$ cat config.mk
export PLATFORM = sky130hd
export DESIGN_NAME = quorum_replicated_register
export DESIGN_NICKNAME = d
export VERILOG_FILES = /design/src/rtl/qrr_pkg.sv /design/src/rtl/qrr_csr.sv /design/src/rtl/qrr_ctrl.sv /design/src/rtl/qrr_dpath.sv /design/src/rtl/quorum_replicated_register.sv
export SDC_FILE = /design/constraint.sdc
export NUM_CORES = 2
export LEC_CHECK = 0
export ABC_AREA = 1
export BUFFER_PORTS_ARGS = -buffer_cell sky130_fd_sc_hd__buf_2
export CAP_MARGIN = 20
export CORE_MARGIN = 3
export CORE_UTILIZATION = 40
export CTS_BUF_LIST = sky130_fd_sc_hd__clkbuf_16
export DETAILED_ROUTE_END_ITERATION = 8
export PLACE_DENSITY = 0.53
export SLEW_MARGIN = 10
export SYNTH_ARGS = -nofsm -noshare
export SYNTH_HDL_FRONTEND = slang
export SYNTH_SLANG_ARGS = --single-unit
$ cat constraint.sdc
create_clock -name clock -period 4.2 [get_ports clock]
set_input_delay 0.42 -clock clock [delete_from_list [all_inputs] [get_ports clock]]
set_output_delay 0.42 -clock clock [all_outputs]
set_load 0.01 [all_outputs]
$ cat src/rtl/qrr_pkg.sv
// Shared types, codes and constants of the quorum replicated register.
// Used by qrr_csr, qrr_ctrl, qrr_dpath and quorum_replicated_register.
package qrr_pkg;

   // Sizes
   localparam int NODE_COUNT  = 4;
   localparam int NODE_IDX_W  = $clog2(NODE_COUNT);
   localparam int VALUE_W     = 32;
   localparam int COUNTER_W   = 32;
   localparam int WRITER_W    = 16;
   localparam int WEIGHT_W    = 8;
   localparam int WSUM_W      = WEIGHT_W + NODE_IDX_W;
   localparam int KIND_W      = 2;
   localparam int MODE_W      = 2;
   localparam int LEVEL_W     = 2;
   localparam int STATUS_W    = 3;
   localparam int CSR_INDEX_W = 3;
   localparam int CSR_DATA_W  = 16;

   // Policy constants
   localparam logic [VALUE_W-1:0] TOP_SECRET_LIMIT = VALUE_W'(900000);
   localparam logic [LEVEL_W-1:0] TOP_CLEARANCE    = LEVEL_W'(3);
   localparam logic [WSUM_W-1:0]  WEIGHT_THRESHOLD = WSUM_W'(4);
   localparam logic [NODE_IDX_W:0] MAJORITY_HALF   = (NODE_IDX_W + 1)'(NODE_COUNT / 2);

   // Operation kinds
   localparam logic [KIND_W-1:0] KIND_READ  = 2'd0;
   localparam logic [KIND_W-1:0] KIND_EVAL  = 2'd1;
   localparam logic [KIND_W-1:0] KIND_WRITE = 2'd2;
   localparam logic [KIND_W-1:0] KIND_CLEAR = 2'd3;

   // Quorum rules
   localparam logic [MODE_W-1:0] MODE_MAJORITY = 2'd0;
   localparam logic [MODE_W-1:0] MODE_GRID     = 2'd1;
   localparam logic [MODE_W-1:0] MODE_WEIGHTED = 2'd2;

   // Result status codes
   localparam logic [STATUS_W-1:0] STATUS_OK            = 3'd0;
   localparam logic [STATUS_W-1:0] STATUS_CLEARANCE     = 3'd1;
   localparam logic [STATUS_W-1:0] STATUS_PARITY        = 3'd2;
   localparam logic [STATUS_W-1:0] STATUS_NOT_PERMITTED = 3'd3;
   localparam logic [STATUS_W-1:0] STATUS_NOT_MONOTONIC = 3'd4;
   localparam logic [STATUS_W-1:0] STATUS_REGRESSION    = 3'd5;

   // Register indexes
   localparam logic [CSR_INDEX_W-1:0] REG_QUORUM_MODE  = 3'd0;
   localparam logic [CSR_INDEX_W-1:0] REG_NODE0_WEIGHT = 3'd1;
   localparam logic [CSR_INDEX_W-1:0] REG_NODE1_WEIGHT = 3'd2;
   localparam logic [CSR_INDEX_W-1:0] REG_NODE2_WEIGHT = 3'd3;
   localparam logic [CSR_INDEX_W-1:0] REG_NODE3_WEIGHT = 3'd4;
   localparam logic [CSR_INDEX_W-1:0] REG_WRITER_IDENT = 3'd5;
   localparam logic [CSR_INDEX_W-1:0] REG_CLEARANCE    = 3'd6;
   localparam logic [CSR_INDEX_W-1:0] REG_WRITE_PERMIT = 3'd7;

   // Input item
   typedef struct packed {
      logic [KIND_W-1:0]     kind;
      logic [VALUE_W-1:0]    data_value;
      logic [NODE_COUNT-1:0] approval_mask;
   } req_type;

   // Result item
   typedef struct packed {
      logic [VALUE_W-1:0]  result_value;
      logic [STATUS_W-1:0] status;
   } rsp_type;

   // Configuration seen by the datapath
   typedef struct packed {
      logic [MODE_W-1:0]                   quorum_mode;
      logic [NODE_COUNT-1:0][WEIGHT_W-1:0] node_weight;
      logic [WRITER_W-1:0]                 writer_ident;
      logic [LEVEL_W-1:0]                  clearance_level;
      logic                                write_permit;
   } cfg_type;

   // Controller to datapath
   typedef struct packed {
      logic load_item;
      logic decide;
      logic step_scan;
      logic commit;
   } cmd_type;

   // Datapath to controller
   typedef struct packed {
      logic need_scan;
      logic scan_last;
      logic out_free;
   } sts_type;

   // Controller states
   typedef enum logic [3:0] {
      CS_IDLE    = 4'b0001,
      CS_DECIDE  = 4'b0010,
      CS_SCAN    = 4'b0100,
      CS_RESPOND = 4'b1000
   } ctrl_state_type;

endpackage

$ cat src/rtl/qrr_csr.sv
// Configuration registers of the quorum replicated register.
// Depends on qrr_pkg for register indexes and the cfg_type struct.
module qrr_csr (
   input  logic                             clock,
   input  logic                             reset,
   input  logic                             csr_valid,
   output logic                             csr_ready,
   input  logic [qrr_pkg::CSR_INDEX_W-1:0]  csr_index,
   input  logic [qrr_pkg::CSR_DATA_W-1:0]   csr_data,
   output qrr_pkg::cfg_type                 cfg
);

   qrr_pkg::cfg_type cfg_ff;
   qrr_pkg::cfg_type cfg_in;
   logic             write_en;

   // Always take writes
   assign csr_ready = 1'b1;
   assign write_en  = csr_valid & csr_ready;
   assign cfg       = cfg_ff;

   // Decode the write into the addressed field
   always_comb begin
      cfg_in = cfg_ff;
      if (write_en) begin
         case (csr_index)
            qrr_pkg::REG_QUORUM_MODE: begin
               cfg_in.quorum_mode = csr_data[qrr_pkg::MODE_W-1:0];
            end
            qrr_pkg::REG_NODE0_WEIGHT: begin
               cfg_in.node_weight[0] = csr_data[qrr_pkg::WEIGHT_W-1:0];
            end
            qrr_pkg::REG_NODE1_WEIGHT: begin
               cfg_in.node_weight[1] = csr_data[qrr_pkg::WEIGHT_W-1:0];
            end
            qrr_pkg::REG_NODE2_WEIGHT: begin
               cfg_in.node_weight[2] = csr_data[qrr_pkg::WEIGHT_W-1:0];
            end
            qrr_pkg::REG_NODE3_WEIGHT: begin
               cfg_in.node_weight[3] = csr_data[qrr_pkg::WEIGHT_W-1:0];
            end
            qrr_pkg::REG_WRITER_IDENT: begin
               cfg_in.writer_ident = csr_data[qrr_pkg::WRITER_W-1:0];
            end
            qrr_pkg::REG_CLEARANCE: begin
               cfg_in.clearance_level = csr_data[qrr_pkg::LEVEL_W-1:0];
            end
            qrr_pkg::REG_WRITE_PERMIT: begin
               cfg_in.write_permit = csr_data[0];
            end
            default: begin
               cfg_in = cfg_ff;
            end
         endcase
      end
   end

   // Hold the registers, load reset values
   always_ff @(posedge clock) begin
      if (reset) begin
         cfg_ff.quorum_mode     <= qrr_pkg::MODE_MAJORITY;
         cfg_ff.node_weight[0]  <= qrr_pkg::WEIGHT_W'(3);
         cfg_ff.node_weight[1]  <= qrr_pkg::WEIGHT_W'(1);
         cfg_ff.node_weight[2]  <= qrr_pkg::WEIGHT_W'(1);
         cfg_ff.node_weight[3]  <= qrr_pkg::WEIGHT_W'(1);
         cfg_ff.writer_ident    <= qrr_pkg::WRITER_W'(100);
         cfg_ff.clearance_level <= qrr_pkg::TOP_CLEARANCE;
         cfg_ff.write_permit    <= 1'b1;
      end else begin
         cfg_ff <= cfg_in;
      end
   end

endmodule

$ cat src/rtl/qrr_ctrl.sv
// Controller state machine of the quorum replicated register.
// Depends on qrr_pkg for command, status and state types.
module qrr_ctrl (
   input  logic              clock,
   input  logic              reset,
   input  logic              req_valid,
   output logic              req_stall,
   input  qrr_pkg::sts_type  sts,
   output qrr_pkg::cmd_type  cmd
);

   qrr_pkg::ctrl_state_type state_ff;
   qrr_pkg::ctrl_state_type state_in;

   // Take an item only when idle
   assign req_stall = (state_ff != qrr_pkg::CS_IDLE);

   // Sequence one item: decide, optional node scan, respond
   always_comb begin
      state_in      = state_ff;
      cmd           = '0;
      case (state_ff)
         qrr_pkg::CS_IDLE: begin
            if (req_valid) begin
               cmd.load_item = 1'b1;
               state_in      = qrr_pkg::CS_DECIDE;
            end
         end
         qrr_pkg::CS_DECIDE: begin
            cmd.decide = 1'b1;
            state_in   = sts.need_scan ? qrr_pkg::CS_SCAN : qrr_pkg::CS_RESPOND;
         end
         qrr_pkg::CS_SCAN: begin
            cmd.step_scan = 1'b1;
            if (sts.scan_last) begin
               state_in = qrr_pkg::CS_RESPOND;
            end
         end
         qrr_pkg::CS_RESPOND: begin
            if (sts.out_free) begin
               cmd.commit = 1'b1;
               state_in   = qrr_pkg::CS_IDLE;
            end
         end
         default: begin
            state_in = qrr_pkg::CS_IDLE;
         end
      endcase
   end

   // Advance the state
   always_ff @(posedge clock) begin
      if (reset) begin
         state_ff <= qrr_pkg::CS_IDLE;
      end else begin
         state_ff <= state_in;
      end
   end

endmodule

$ cat src/rtl/qrr_dpath.sv
// Datapath of the quorum replicated register: node store, read cache,
// node scan, write checks and the result register. Depends on qrr_pkg.
module qrr_dpath (
   input  logic              clock,
   input  logic              reset,
   input  qrr_pkg::cmd_type  cmd,
   output qrr_pkg::sts_type  sts,
   input  qrr_pkg::cfg_type  cfg,
   input  qrr_pkg::req_type  req_data,
   output logic              rsp_valid,
   input  logic              rsp_stall,
   output qrr_pkg::rsp_type  rsp_data
);

   localparam int NC = qrr_pkg::NODE_COUNT;

   // Item and scan registers
   qrr_pkg::req_type                     item_ff;
   qrr_pkg::req_type                     item_in;
   logic [qrr_pkg::STATUS_W-1:0]         pre_status_ff;
   logic [qrr_pkg::STATUS_W-1:0]         pre_status_in;
   logic [qrr_pkg::NODE_IDX_W-1:0]       idx_ff;
   logic [qrr_pkg::NODE_IDX_W-1:0]       idx_in;
   logic [qrr_pkg::VALUE_W-1:0]          best_value_ff;
   logic [qrr_pkg::VALUE_W-1:0]          best_value_in;
   logic [qrr_pkg::COUNTER_W-1:0]        best_counter_ff;
   logic [qrr_pkg::COUNTER_W-1:0]        best_counter_in;
   logic [qrr_pkg::WRITER_W-1:0]         best_writer_ff;
   logic [qrr_pkg::WRITER_W-1:0]         best_writer_in;
   logic [qrr_pkg::COUNTER_W-1:0]        max_counter_ff;
   logic [qrr_pkg::COUNTER_W-1:0]        max_counter_in;

   // Node store and cache
   logic [NC-1:0][qrr_pkg::VALUE_W-1:0]   node_value_ff;
   logic [NC-1:0][qrr_pkg::VALUE_W-1:0]   node_value_in;
   logic [NC-1:0][qrr_pkg::COUNTER_W-1:0] node_counter_ff;
   logic [NC-1:0][qrr_pkg::COUNTER_W-1:0] node_counter_in;
   logic [NC-1:0][qrr_pkg::WRITER_W-1:0]  node_writer_ff;
   logic [NC-1:0][qrr_pkg::WRITER_W-1:0]  node_writer_in;
   logic [qrr_pkg::VALUE_W-1:0]           cache_value_ff;
   logic [qrr_pkg::VALUE_W-1:0]           cache_value_in;
   logic [qrr_pkg::COUNTER_W-1:0]         cache_counter_ff;
   logic [qrr_pkg::COUNTER_W-1:0]         cache_counter_in;
   logic [qrr_pkg::WRITER_W-1:0]          cache_writer_ff;
   logic [qrr_pkg::WRITER_W-1:0]          cache_writer_in;
   logic                                  cache_warm_ff;
   logic                                  cache_warm_in;

   // Result register
   logic                                  rsp_valid_ff;
   logic                                  rsp_valid_in;
   qrr_pkg::rsp_type                      rsp_data_ff;
   qrr_pkg::rsp_type                      rsp_data_in;

   // Combinational helpers
   logic [qrr_pkg::STATUS_W-1:0]          pre_status;
   logic [qrr_pkg::VALUE_W-1:0]           scan_value;
   logic [qrr_pkg::COUNTER_W-1:0]         scan_counter;
   logic [qrr_pkg::WRITER_W-1:0]          scan_writer;
   logic                                  scan_better;
   logic [qrr_pkg::NODE_IDX_W:0]          approve_count;
   logic [qrr_pkg::WSUM_W-1:0]            weight_sum;
   logic                                  grid_ok;
   logic                                  quorum;
   logic [qrr_pkg::COUNTER_W-1:0]         stamp_counter;
   logic                                  err_mono;
   logic                                  err_regress;
   logic [qrr_pkg::STATUS_W-1:0]          final_status;
   logic [qrr_pkg::VALUE_W-1:0]           final_result;
   logic [NC-1:0]                         mask;
   logic                                  out_free;

   assign mask      = item_ff.approval_mask;
   assign out_free  = ~rsp_valid_ff | ~rsp_stall;
   assign rsp_valid = rsp_valid_ff;
   assign rsp_data  = rsp_data_ff;

   // Run the permit, clearance and parity checks in order
   always_comb begin
      if (item_ff.kind == qrr_pkg::KIND_CLEAR) begin
         pre_status = qrr_pkg::STATUS_OK;
      end else if (item_ff.kind == qrr_pkg::KIND_WRITE && !cfg.write_permit) begin
         pre_status = qrr_pkg::STATUS_NOT_PERMITTED;
      end else if (item_ff.data_value > qrr_pkg::TOP_SECRET_LIMIT &&
                   cfg.clearance_level < qrr_pkg::TOP_CLEARANCE) begin
         pre_status = qrr_pkg::STATUS_CLEARANCE;
      end else if (item_ff.kind == qrr_pkg::KIND_WRITE &&
                   cfg.quorum_mode == qrr_pkg::MODE_GRID && item_ff.data_value[0]) begin
         pre_status = qrr_pkg::STATUS_PARITY;
      end else begin
         pre_status = qrr_pkg::STATUS_OK;
      end
   end

   // Status towards the controller
   always_comb begin
      sts.need_scan = (pre_status == qrr_pkg::STATUS_OK) &&
                      ((item_ff.kind == qrr_pkg::KIND_READ && !cache_warm_ff) ||
                       item_ff.kind == qrr_pkg::KIND_WRITE);
      sts.scan_last = (idx_ff == qrr_pkg::NODE_IDX_W'(NC - 1));
      sts.out_free  = out_free;
   end

   // Compare the scanned node with the best so far
   assign scan_value   = node_value_ff[idx_ff];
   assign scan_counter = node_counter_ff[idx_ff];
   assign scan_writer  = node_writer_ff[idx_ff];
   assign scan_better  = (scan_counter > best_counter_ff) ||
                         (scan_counter == best_counter_ff && scan_writer > best_writer_ff);

   // Evaluate the quorum rules
   always_comb begin
      approve_count = '0;
      weight_sum    = '0;
      for (int i = 0; i < NC; i++) begin
         if (mask[i]) begin
            approve_count = approve_count + (qrr_pkg::NODE_IDX_W + 1)'(1);
            weight_sum    = weight_sum + qrr_pkg::WSUM_W'(cfg.node_weight[i]);
         end
      end
      grid_ok = ((mask[0] & mask[1]) | (mask[2] & mask[3])) &
                ((mask[0] & mask[2]) | (mask[1] & mask[3]));
      case (cfg.quorum_mode)
         qrr_pkg::MODE_MAJORITY: quorum = approve_count > qrr_pkg::MAJORITY_HALF;
         qrr_pkg::MODE_GRID:     quorum = grid_ok;
         qrr_pkg::MODE_WEIGHTED: quorum = weight_sum >= qrr_pkg::WEIGHT_THRESHOLD;
         default:                quorum = 1'b0;
      endcase
   end

   // Check counter monotonicity and value regression on approving nodes
   assign stamp_counter = max_counter_ff + qrr_pkg::COUNTER_W'(1);
   always_comb begin
      err_mono    = 1'b0;
      err_regress = 1'b0;
      for (int i = 0; i < NC; i++) begin
         if (mask[i] && !(stamp_counter > node_counter_ff[i])) begin
            err_mono = 1'b1;
         end
         if (mask[i] && item_ff.data_value < node_value_ff[i]) begin
            err_regress = 1'b1;
         end
      end
   end

   // Form the result of the item
   always_comb begin
      final_status = pre_status_ff;
      final_result = '0;
      case (item_ff.kind)
         qrr_pkg::KIND_READ: begin
            if (pre_status_ff == qrr_pkg::STATUS_OK) begin
               final_result = cache_warm_ff ? cache_value_ff : best_value_ff;
            end
         end
         qrr_pkg::KIND_EVAL: begin
            if (pre_status_ff == qrr_pkg::STATUS_OK) begin
               final_result = qrr_pkg::VALUE_W'(quorum);
            end
         end
         qrr_pkg::KIND_WRITE: begin
            if (pre_status_ff != qrr_pkg::STATUS_OK) begin
               final_status = pre_status_ff;
            end else if (err_mono) begin
               final_status = qrr_pkg::STATUS_NOT_MONOTONIC;
            end else if (err_regress) begin
               final_status = qrr_pkg::STATUS_REGRESSION;
            end else begin
               final_status = qrr_pkg::STATUS_OK;
               final_result = item_ff.data_value;
            end
         end
         default: begin
            final_status = qrr_pkg::STATUS_OK;
         end
      endcase
   end

   // Next values of item, scan and state registers
   always_comb begin
      item_in          = item_ff;
      pre_status_in    = pre_status_ff;
      idx_in           = idx_ff;
      best_value_in    = best_value_ff;
      best_counter_in  = best_counter_ff;
      best_writer_in   = best_writer_ff;
      max_counter_in   = max_counter_ff;
      node_value_in    = node_value_ff;
      node_counter_in  = node_counter_ff;
      node_writer_in   = node_writer_ff;
      cache_value_in   = cache_value_ff;
      cache_counter_in = cache_counter_ff;
      cache_writer_in  = cache_writer_ff;
      cache_warm_in    = cache_warm_ff;
      rsp_data_in      = rsp_data_ff;
      rsp_valid_in     = rsp_valid_ff & rsp_stall;

      // Latch the accepted item
      if (cmd.load_item) begin
         item_in = req_data;
      end

      // Hold the early checks, restart the scan
      if (cmd.decide) begin
         pre_status_in   = pre_status;
         idx_in          = '0;
         best_value_in   = '0;
         best_counter_in = '0;
         best_writer_in  = '0;
         max_counter_in  = '0;
      end

      // Visit one node per cycle
      if (cmd.step_scan) begin
         idx_in = idx_ff + qrr_pkg::NODE_IDX_W'(1);
         if (scan_better) begin
            best_value_in   = scan_value;
            best_counter_in = scan_counter;
            best_writer_in  = scan_writer;
         end
         if (scan_counter > max_counter_ff) begin
            max_counter_in = scan_counter;
         end
      end

      // Deliver the result and update state
      if (cmd.commit) begin
         rsp_valid_in             = 1'b1;
         rsp_data_in.result_value = final_result;
         rsp_data_in.status       = final_status;
         case (item_ff.kind)
            qrr_pkg::KIND_CLEAR: begin
               node_value_in   = '0;
               node_counter_in = '0;
               node_writer_in  = '0;
            end
            qrr_pkg::KIND_READ: begin
               if (pre_status_ff == qrr_pkg::STATUS_OK && !cache_warm_ff) begin
                  cache_value_in   = best_value_ff;
                  cache_counter_in = best_counter_ff;
                  cache_writer_in  = best_writer_ff;
                  cache_warm_in    = 1'b1;
               end
            end
            qrr_pkg::KIND_WRITE: begin
               if (final_status == qrr_pkg::STATUS_OK) begin
                  for (int i = 0; i < NC; i++) begin
                     if (mask[i]) begin
                        node_value_in[i]   = item_ff.data_value;
                        node_counter_in[i] = stamp_counter;
                        node_writer_in[i]  = cfg.writer_ident;
                     end
                  end
                  cache_value_in   = item_ff.data_value;
                  cache_counter_in = stamp_counter;
                  cache_writer_in  = cfg.writer_ident;
                  cache_warm_in    = 1'b1;
               end
            end
            default: begin
               cache_warm_in = cache_warm_ff;
            end
         endcase
      end
   end

   // Payload registers
   always_ff @(posedge clock) begin
      item_ff         <= item_in;
      pre_status_ff   <= pre_status_in;
      best_value_ff   <= best_value_in;
      best_counter_ff <= best_counter_in;
      best_writer_ff  <= best_writer_in;
      max_counter_ff  <= max_counter_in;
      rsp_data_ff     <= rsp_data_in;
   end

   // Control and state registers
   always_ff @(posedge clock) begin
      if (reset) begin
         idx_ff           <= '0;
         node_value_ff    <= '0;
         node_counter_ff  <= '0;
         node_writer_ff   <= '0;
         cache_value_ff   <= '0;
         cache_counter_ff <= '0;
         cache_writer_ff  <= '0;
         cache_warm_ff    <= 1'b0;
         rsp_valid_ff     <= 1'b0;
      end else begin
         idx_ff           <= idx_in;
         node_value_ff    <= node_value_in;
         node_counter_ff  <= node_counter_in;
         node_writer_ff   <= node_writer_in;
         cache_value_ff   <= cache_value_in;
         cache_counter_ff <= cache_counter_in;
         cache_writer_ff  <= cache_writer_in;
         cache_warm_ff    <= cache_warm_in;
         rsp_valid_ff     <= rsp_valid_in;
      end
   end

endmodule

$ cat src/rtl/quorum_replicated_register.sv
// Quorum replicated register: four timestamped nodes and a read cache.
// Each item is accepted in IDLE, then passes DECIDE and RESPOND; a write or a
// cold read also scans the four nodes in SCAN, one node per cycle through a
// shared comparator. No new item is taken until RESPOND commits the result.
// Synchronous active-high reset empties nodes and cache, loads register defaults.
module quorum_replicated_register (
   input  logic                             clock,
   input  logic                             reset,
   input  logic                             req_valid,
   output logic                             req_stall,
   input  qrr_pkg::req_type                 req_data,
   output logic                             rsp_valid,
   input  logic                             rsp_stall,
   output qrr_pkg::rsp_type                 rsp_data,
   input  logic                             csr_valid,
   output logic                             csr_ready,
   input  logic [qrr_pkg::CSR_INDEX_W-1:0]  csr_index,
   input  logic [qrr_pkg::CSR_DATA_W-1:0]   csr_data
);

   qrr_pkg::cfg_type cfg;
   qrr_pkg::cmd_type cmd;
   qrr_pkg::sts_type sts;

   // Configuration registers
   qrr_csr u_csr (
      .clock     (clock),
      .reset     (reset),
      .csr_valid (csr_valid),
      .csr_ready (csr_ready),
      .csr_index (csr_index),
      .csr_data  (csr_data),
      .cfg       (cfg)
   );

   // Sequencer
   qrr_ctrl u_ctrl (
      .clock     (clock),
      .reset     (reset),
      .req_valid (req_valid),
      .req_stall (req_stall),
      .sts       (sts),
      .cmd       (cmd)
   );

   // Node store, checks and result register
   qrr_dpath u_dpath (
      .clock     (clock),
      .reset     (reset),
      .cmd       (cmd),
      .sts       (sts),
      .cfg       (cfg),
      .req_data  (req_data),
      .rsp_valid (rsp_valid),
      .rsp_stall (rsp_stall),
      .rsp_data  (rsp_data)
   );

endmodule

* Word level (Yosys, flattened, before mapping)
Index checks and enable logic that the tools add are counted.
Storage, ports and cells: latch bits 0, output and inout port bits 38, memory bits (writable) 0, register bits after elaboration 601, bits in read-only memories 0, memories kept 0
Cells by class: multiplexer cells 88, $mul 0, div/mod/pow operators 0, add/sub/neg operators 8, bitwise operators 11, magnitude comparators 16, equality and inequality tests 28, reduce and logical (&&, ||, !) cells 49, shifts and indexed selects 0
Operators with widths (number):
- 2-to-1 mux 32 bit | 26
- case mux 128 bit (2 select lines) | 2
- 2-to-1 mux 128 bit | 2
- greater-than comparator 32 bit | 6
- binary-select mux 32 bit (select 2 bit) | 2
- less-than comparator 32 bit | 4
- 2-to-1 mux 16 bit | 8
- case mux 64 bit (2 select lines) | 1
- case mux 32 bit (3 select lines) | 1
- 2-to-1 mux 64 bit | 1
- case mux 32 bit (2 select lines) | 1
- adder 32 x 1 -> 32 bit (second input constant) | 1
- binary-select mux 16 bit (select 2 bit) | 1
- == test 32 bit | 1
- greater-than comparator 32 x 20 -> 1 bit (second input constant) | 1
- 2-to-1 mux 10 bit | 3
- 2-to-1 mux 3 bit | 9
- adder 10 x 8 -> 10 bit | 2
- AND reduction 4 bit | 5
- 2-to-1 mux 1 bit | 19
- greater-than comparator 16 bit | 1
- logical AND 1 bit | 16
- 2-to-1 mux 4 bit | 4
- case mux 4 bit (4 select lines) | 1
- other kinds (37) | 82

* Longest topological paths before layout
word-level depth 14, depth in mapped cells 38, depth with buffers taken out 37

* Hierarchy
Synthesis repeated with hierarchy kept, for this count alone.
Second synthesis, totals: cell total of the unflattened synthesis 5437, area total of the unflattened synthesis 36642.6 um^2
Modules (own cells, without submodules):
- qrr_dpath | cells an instance 5082, area an instance 34229.1 um^2, instances 1
- qrr_csr | cells an instance 312, area an instance 2157.1 um^2, instances 1
- qrr_ctrl | cells an instance 43, area an instance 256.5 um^2, instances 1

* Least setup slack after synthesis
OpenSTA, ideal clock, no wires.
path type register to register, start point register u_dpath.item_ff, in the netlist u_dpath.mask[0], end point register u_dpath.rsp_data_ff, in the netlist u_dpath.rsp_data[3] (data pin), cell stages (with the launch flop) 29, path buffers 1, arrival time 4.253 ns, setup time 0.252 ns, setup slack -0.305 ns, clock period less this slack 4.505 ns, path through edfxtp_1 buf_2 nand2_1 inv_1 ha_1 inv_1 fa_1 o21ai_0 inv_1 fa_1 o21ai_0 a21oi_1 xor2_1 o21a_1 inv_1 ha_1 inv_1 o311ai_0 nand2_1 a21oi_1 nand2_1 nand2_1 nand2_1 a21oi_1 nand3_1 o21ai_0 nand2_1 nand2_1 nand2_1
Between the ends: longest elaborated chain between the ends 11
Ends and longest elaborated chain:
- start, declared | line qrr_dpath.sv:18 | qrr_pkg::req_type item_ff;
- start signal, assigned | line qrr_dpath.sv:269 | item_ff <= item_in;
- 2-to-1 mux 8 bit or 2-to-1 mux 1 bit (tied branches) | line qrr_dpath.sv:116 | if (mask[i]) begin
- adder 8 x 8 -> 9 bit or adder 1 x 1 -> 2 bit (tied branches) | line qrr_dpath.sv:118, qrr_dpath.sv:117
- 2-to-1 mux 10 bit or 2-to-1 mux 3 bit (tied branches) | line qrr_dpath.sv:116
- adder 10 x 8 -> 10 bit or adder 3 x 1 -> 3 bit (tied branches) | line qrr_dpath.sv:118, qrr_dpath.sv:117
- 2-to-1 mux 10 bit or 2-to-1 mux 3 bit (tied branches) | line qrr_dpath.sv:116
- adder 10 x 8 -> 10 bit or adder 3 x 1 -> 3 bit (tied branches) | line qrr_dpath.sv:118, qrr_dpath.sv:117
- 2-to-1 mux 10 bit or 2-to-1 mux 3 bit (tied branches) | line qrr_dpath.sv:116
- >= comparator 10 x 3 -> 1 bit or greater-than comparator 3 x 2 -> 1 bit (tied branches) | line qrr_dpath.sv:126, qrr_dpath.sv:124
- case mux 1 bit (3 select lines) | line qrr_dpath.sv:123 | case (cfg.quorum_mode)
- 2-to-1 mux 1 bit | line qrr_dpath.sv:157 | if (pre_status_ff == qrr_pkg::STATUS_OK) begin
- case mux 32 bit (3 select lines) * | line qrr_dpath.sv:150 | case (item_ff.kind)
- named net u_dpath.final_result (one bit) | line qrr_dpath.sv:69 | logic [qrr_pkg::VALUE_W-1:0] final_result;
- end signal, assigned | line qrr_dpath.sv:275 | rsp_data_ff <= rsp_data_in;
- end, declared | line qrr_dpath.sv:52 | qrr_pkg::rsp_type rsp_data_ff;
The timed path passes the listed nets; every way through them passes the cells marked *. A chain may end at the register's enable or synchronous reset.

* Final worst setup path
start point register u_dpath.max_counter_ff[0] (netlist bit), end point register u_dpath.node_writer_ff[46] (netlist bit)
Between the ends: longest elaborated chain between the ends 14
Ends and longest elaborated chain:
- start, declared | line qrr_dpath.sv:30 | logic [qrr_pkg::COUNTER_W-1:0] max_counter_ff;
- start signal, assigned | line qrr_dpath.sv:274 | max_counter_ff <= max_counter_in;
- adder 32 x 1 -> 32 bit * | line qrr_dpath.sv:132 | assign stamp_counter = max_counter_ff + qrr_pkg::COUNTER_W'(1);
- greater-than comparator 32 bit | line qrr_dpath.sv:137 | if (mask[i] && !(stamp_counter > node_counter_ff[i])) begin
- logical NOT 1 bit | line qrr_dpath.sv:137
- logical AND 1 bit | line qrr_dpath.sv:137
- 2-to-1 mux 1 bit (3 in a row) | line qrr_dpath.sv:137
- 2-to-1 mux 1 bit * | line qrr_dpath.sv:137
- 2-to-1 mux 3 bit * | line qrr_dpath.sv:164 | end else if (err_mono) begin
- 2-to-1 mux 3 bit * | line qrr_dpath.sv:162 | if (pre_status_ff != qrr_pkg::STATUS_OK) begin
- case mux 3 bit (2 select lines) * | line qrr_dpath.sv:150
- logical NOT 3 bit * | line qrr_dpath.sv:246 | if (final_status == qrr_pkg::STATUS_OK) begin
- inequality test 2 bit (no line) *
- AND reduction 4 bit (no line) *
- end signal, assigned | line qrr_dpath.sv:294 | node_writer_ff <= node_writer_in;
- end, declared | line qrr_dpath.sv:38 | logic [NC-1:0][qrr_pkg::WRITER_W-1:0] node_writer_ff;
Mark *: on every way between the ends. The rest lies on a longest branch, timed or not.

==> impl_metrics.env <==
export IMPL_status="finished, violations left"
export IMPL_violations="setup timing"
export IMPL_ys_seq_area_frac=0.341
export IMPL_max_cap_violations=0
export IMPL_worstSetupEndpointType="flop"
export IMPL_total_power_mw=16.7
export IMPL_post_route_min_period_ps=4980
export IMPL_routedWlPerCell_um=19.2
export IMPL_vias_per_cell=5.18
export IMPL_grt_overflow=0
export IMPL_fillers=9105
export IMPL_setup_viol=386
export IMPL_rsz0062_at_grt="yes"
export IMPL_ir_worst_vdd_mv=0.293
export IMPL_max_clock_path_buffers=3
export IMPL_cp_max_fo=7
export IMPL_synthToLayoutAreaGrowth_pct=29.0
export IMPL_rows=111
export IMPL_p_leak_nw=22.9
export IMPL_worst_r2r_cell_count=36
export IMPL_clock_skew_ps=33.5
export IMPL_grt_util_met3=0.0279
export IMPL_drive_gt1_frac=0.198
export IMPL_cp_arrival_ps=5560
export IMPL_max_slew_worst_pin_slew_ps=1010
export IMPL_setup_ws_ps=-785
export IMPL_place_gp_congestion=0.873
export IMPL_initial_utilization=0.406
export IMPL_synth_edf_count=75
export IMPL_r2r_end="u_dpath.node_writer_ff[46]"
export IMPL_hold_end="u_csr.cfg[16]"
export IMPL_wirelength_um=139000
export IMPL_route_detailed_drc=0
export IMPL_busiest_layer="met2"
export IMPL_fin_crit_sh=1.19
export IMPL_synthCells=5577
export IMPL_post_place_ws_ps=-1120
export IMPL_critPathRequiredTime_ps=4770
export IMPL_netlist_area_um2=37500
export IMPL_die_area_um2=97400
export IMPL_fmax_mhz=201
export IMPL_cts_root_buf="clkbuf_16"
export IMPL_hp_class="input port to flop"
export IMPL_clock_sinks=600
export IMPL_grt_pass1_wl_um=198000
export IMPL_r2r_start="u_dpath.max_counter_ff[0]"
export IMPL_min_from="csr_data[13]"
export IMPL_dpl_hpwl_um=82800
export IMPL_synth_seq_cells=600
export IMPL_cts_tree="built"
export IMPL_port_buffers=98
export IMPL_antenna_found_initial=2
export IMPL_finish_utilization=0.524
export IMPL_initialDrtViolationCount=3059
export IMPL_grt_met1_usage=0.351
export IMPL_synth_warnings=0
export IMPL_met2_usage=0.423
export IMPL_drtPass1Iterations=6
export IMPL_clkTransAtPathRegs_ps=60
export IMPL_start_kind="flop"
export IMPL_fin_hold_ws_ps=64.7
export IMPL_cts_max_level=3
export IMPL_drv_slew=0
export IMPL_grt_pass1_vias=34300
export IMPL_max_stage_delay_ps=390
export IMPL_cp_common_cell="nor2_4"
export IMPL_ant_nets=0
export IMPL_synth_distinct_cells=51
export IMPL_layout_nets=6334
export IMPL_core_area_um2=92200
export IMPL_cts_inserted_buffers=75
export IMPL_cp_slowest_cell="dfxtp_4"
export IMPL_die_w_um=312
export IMPL_worst_skew_pair_late_latency_ps=650
export IMPL_synth_ff_type="dfxtp_1"
export IMPL_rrSetupSlack_ps=-780
export IMPL_ios=100
export IMPL_gr_usage_all_layers=0.255
export IMPL_cp_startpoint="u_dpath.max_counter_ff[0]"
export IMPL_avgSynthCellArea_um2=6.72
export IMPL_grt_max_degree=123
export IMPL_max_slew_margin=0.326
export IMPL_die_y_um=312
export IMPL_syn_num_nets=6002
export IMPL_hold_violations=0
export IMPL_p_per_area_nw_per_um2=345
export IMPL_dr_total_vias=37300
export IMPL_async_reset_ff_frac=0
export IMPL_crit_type="flop to flop"
export IMPL_hold_depth=3
export IMPL_setup_tns_ps=-253600
metrics by stage:
| step | std cells | cell area [µm²] |
|---|---|---|
| 6_report | 7210 | 48300 |
| 5_1_grt | 7209 | 48300 |
| 4_1_cts | 7141 | 44900 |
| 3_5_place_dp | 6928 | 41300 |
| 3_3_place_gp | 6928 | 41300 |
| 2_1_floorplan | 5577 | 37500 |
metal layers:
layer	up-vias	share of wire
li1	18600	-
met1	17400	0.45
met2	1043	0.46
met3	235	0.056
met4	0	0.033
met5	-	0
final cells by class:
cell class                 count  area (µm²)  share of cell area
antenna                        2        5.00            0.000104
clock buffer                  76        1900              0.0393
clock inverter                57         293             0.00606
inverter                     862        3250              0.0673
multi-input combinational   3827       22600               0.467
sequential                   600       12800               0.264
tap                         1243        1560              0.0322
timing repair buffer         543        5970               0.123
logic make-up (layout without fill, tap and decap cells):
family                     after synthesis  count (layout)  synth area share
adders and majority gates              363             363             0.122
other                                    1               3          0.000100
and+or+nand+nor                       2598            2599             0.289
AOI/OAI and AO/OA                      824             824             0.118
DFF                                    600             600             0.341
xor gates and xnor gates                40              40           0.00955
buffers and inverters                 1151            1538             0.121
how the worst max path moves through the flow:
stage                                       end  slack [ps]  cells past startpoint
floorplan                   u_dpath.rsp_data[3]         -10                     36
global placement    u_dpath.node_counter_ff[88]       -1100                     31
detailed placement  u_dpath.node_counter_ff[88]       -1120                     31
CTS                   u_dpath.node_writer_ff[0]        -740                     33
global route          u_dpath.node_value_ff[99]       -1030                     36
finish               u_dpath.node_writer_ff[46]        -780                     36
where the power goes:
group / internal [mW] / switching (mW)
Clock: 3.33 / 2.68
Sequential: 5.97 / 0.162
Combinational: 1.82 / 2.69
Total: 11.1 / 5.53
synth_stat cells, types with 4 or more instances:
cell       number  area [µm²]
nand2_1      1352        5070
inv_1         848        3180
nor2_1        756        2840
dfxtp_1       525       10500
a21oi_1       463        2320
ha_1          360        4500
nand4_1       280        1750
o21ai_0       238        1190
clkbuf_1      189         709
nand3_1       141         706
edfxtp_1       75        2250
buf_2          55         275
o31ai_1        32         240
xor2_1         32         280
o22ai_1        28         175
buf_1          24        90.1
nor3_1         21         105
buf_6          18         203
o21a_1         18         135
nor4_1         12        75.1
a211oi_1        9        67.6
inv_2           8        30.0
nor2_2          8        50.1
or2_2           7        43.8
xnor2_1         7        61.3
clkinv_1        6        22.5
nand3_2         6        60.1
o211ai_1        6        45.0
o21bai_1        6        45.0
a21o_1          5        37.5
a31oi_1         4        25.0
nand3b_1        4        30.0
nor4_2          4        50.1
o2111ai_1       4        35.0
state kept, by name, indices dropped and copies added (netlist names):
signal,cells
u_csr.cfg,53
u_ctrl.state_ff,4
u_dpath.best_counter_ff,32
u_dpath.best_value_ff,32
u_dpath.best_writer_ff,16
u_dpath.cache_value_ff,32
u_dpath.cache_warm_ff,1
u_dpath.idx_ff,2
u_dpath.item_ff,34
u_dpath.mask,4
u_dpath.max_counter_ff,32
u_dpath.node_counter_ff,128
u_dpath.node_value_ff,128
u_dpath.node_writer_ff,64
u_dpath.pre_status_ff,2
u_dpath.rsp_data,35
u_dpath.rsp_valid,1
critical path, delay by kind of cell (launching register included):
family	cells	cell delay, ps
AND/OR/NAND/NOR	27	2900
buffers and inverters	6	940
adder cells (fa/ha/maj)	2	460
flip-flops	1	390
XOR/XNOR	1	210
timing repair:
item | in CTS | in global routing
setup endpoints to repair | 387 | 403
pin swaps | 36 | 230
gates resized for setup | 123 | 686
endpoints found under the hold margin | 36 | 0
gates cloned | 18 | 55
hold buffers | 36 | 0
buffers inserted | 27 | 19
placed cells by master (no fill, tap or decap), types with 16 or more instances in the layout:
| cell | count |
|---|---|
| o22ai_1 | 25 |
| inv_2 | 98 |
| nand4_1 | 280 |
| clkinv_1 | 32 |
| ha_1 | 345 |
| inv_1 | 774 |
| o31ai_1 | 32 |
| o21a_1 | 18 |
| o21ai_0 | 221 |
| nand2_2 | 158 |
| nor2_2 | 78 |
| buf_2 | 98 |
| nand2_4 | 146 |
| buf_16 | 24 |
| nor3_1 | 16 |
| xor2_1 | 30 |
| dfxtp_1 | 521 |
| nand3_1 | 129 |
| buf_12 | 58 |
| dlygate4sd3_1 | 36 |
| edfxtp_1 | 75 |
| nand2_1 | 1050 |
| nor2_4 | 16 |
| a21oi_1 | 448 |
| nor2_1 | 670 |
| clkbuf_16 | 117 |
| buf_4 | 263 |
No activity file was read; power rests on OpenSTA's default activity.
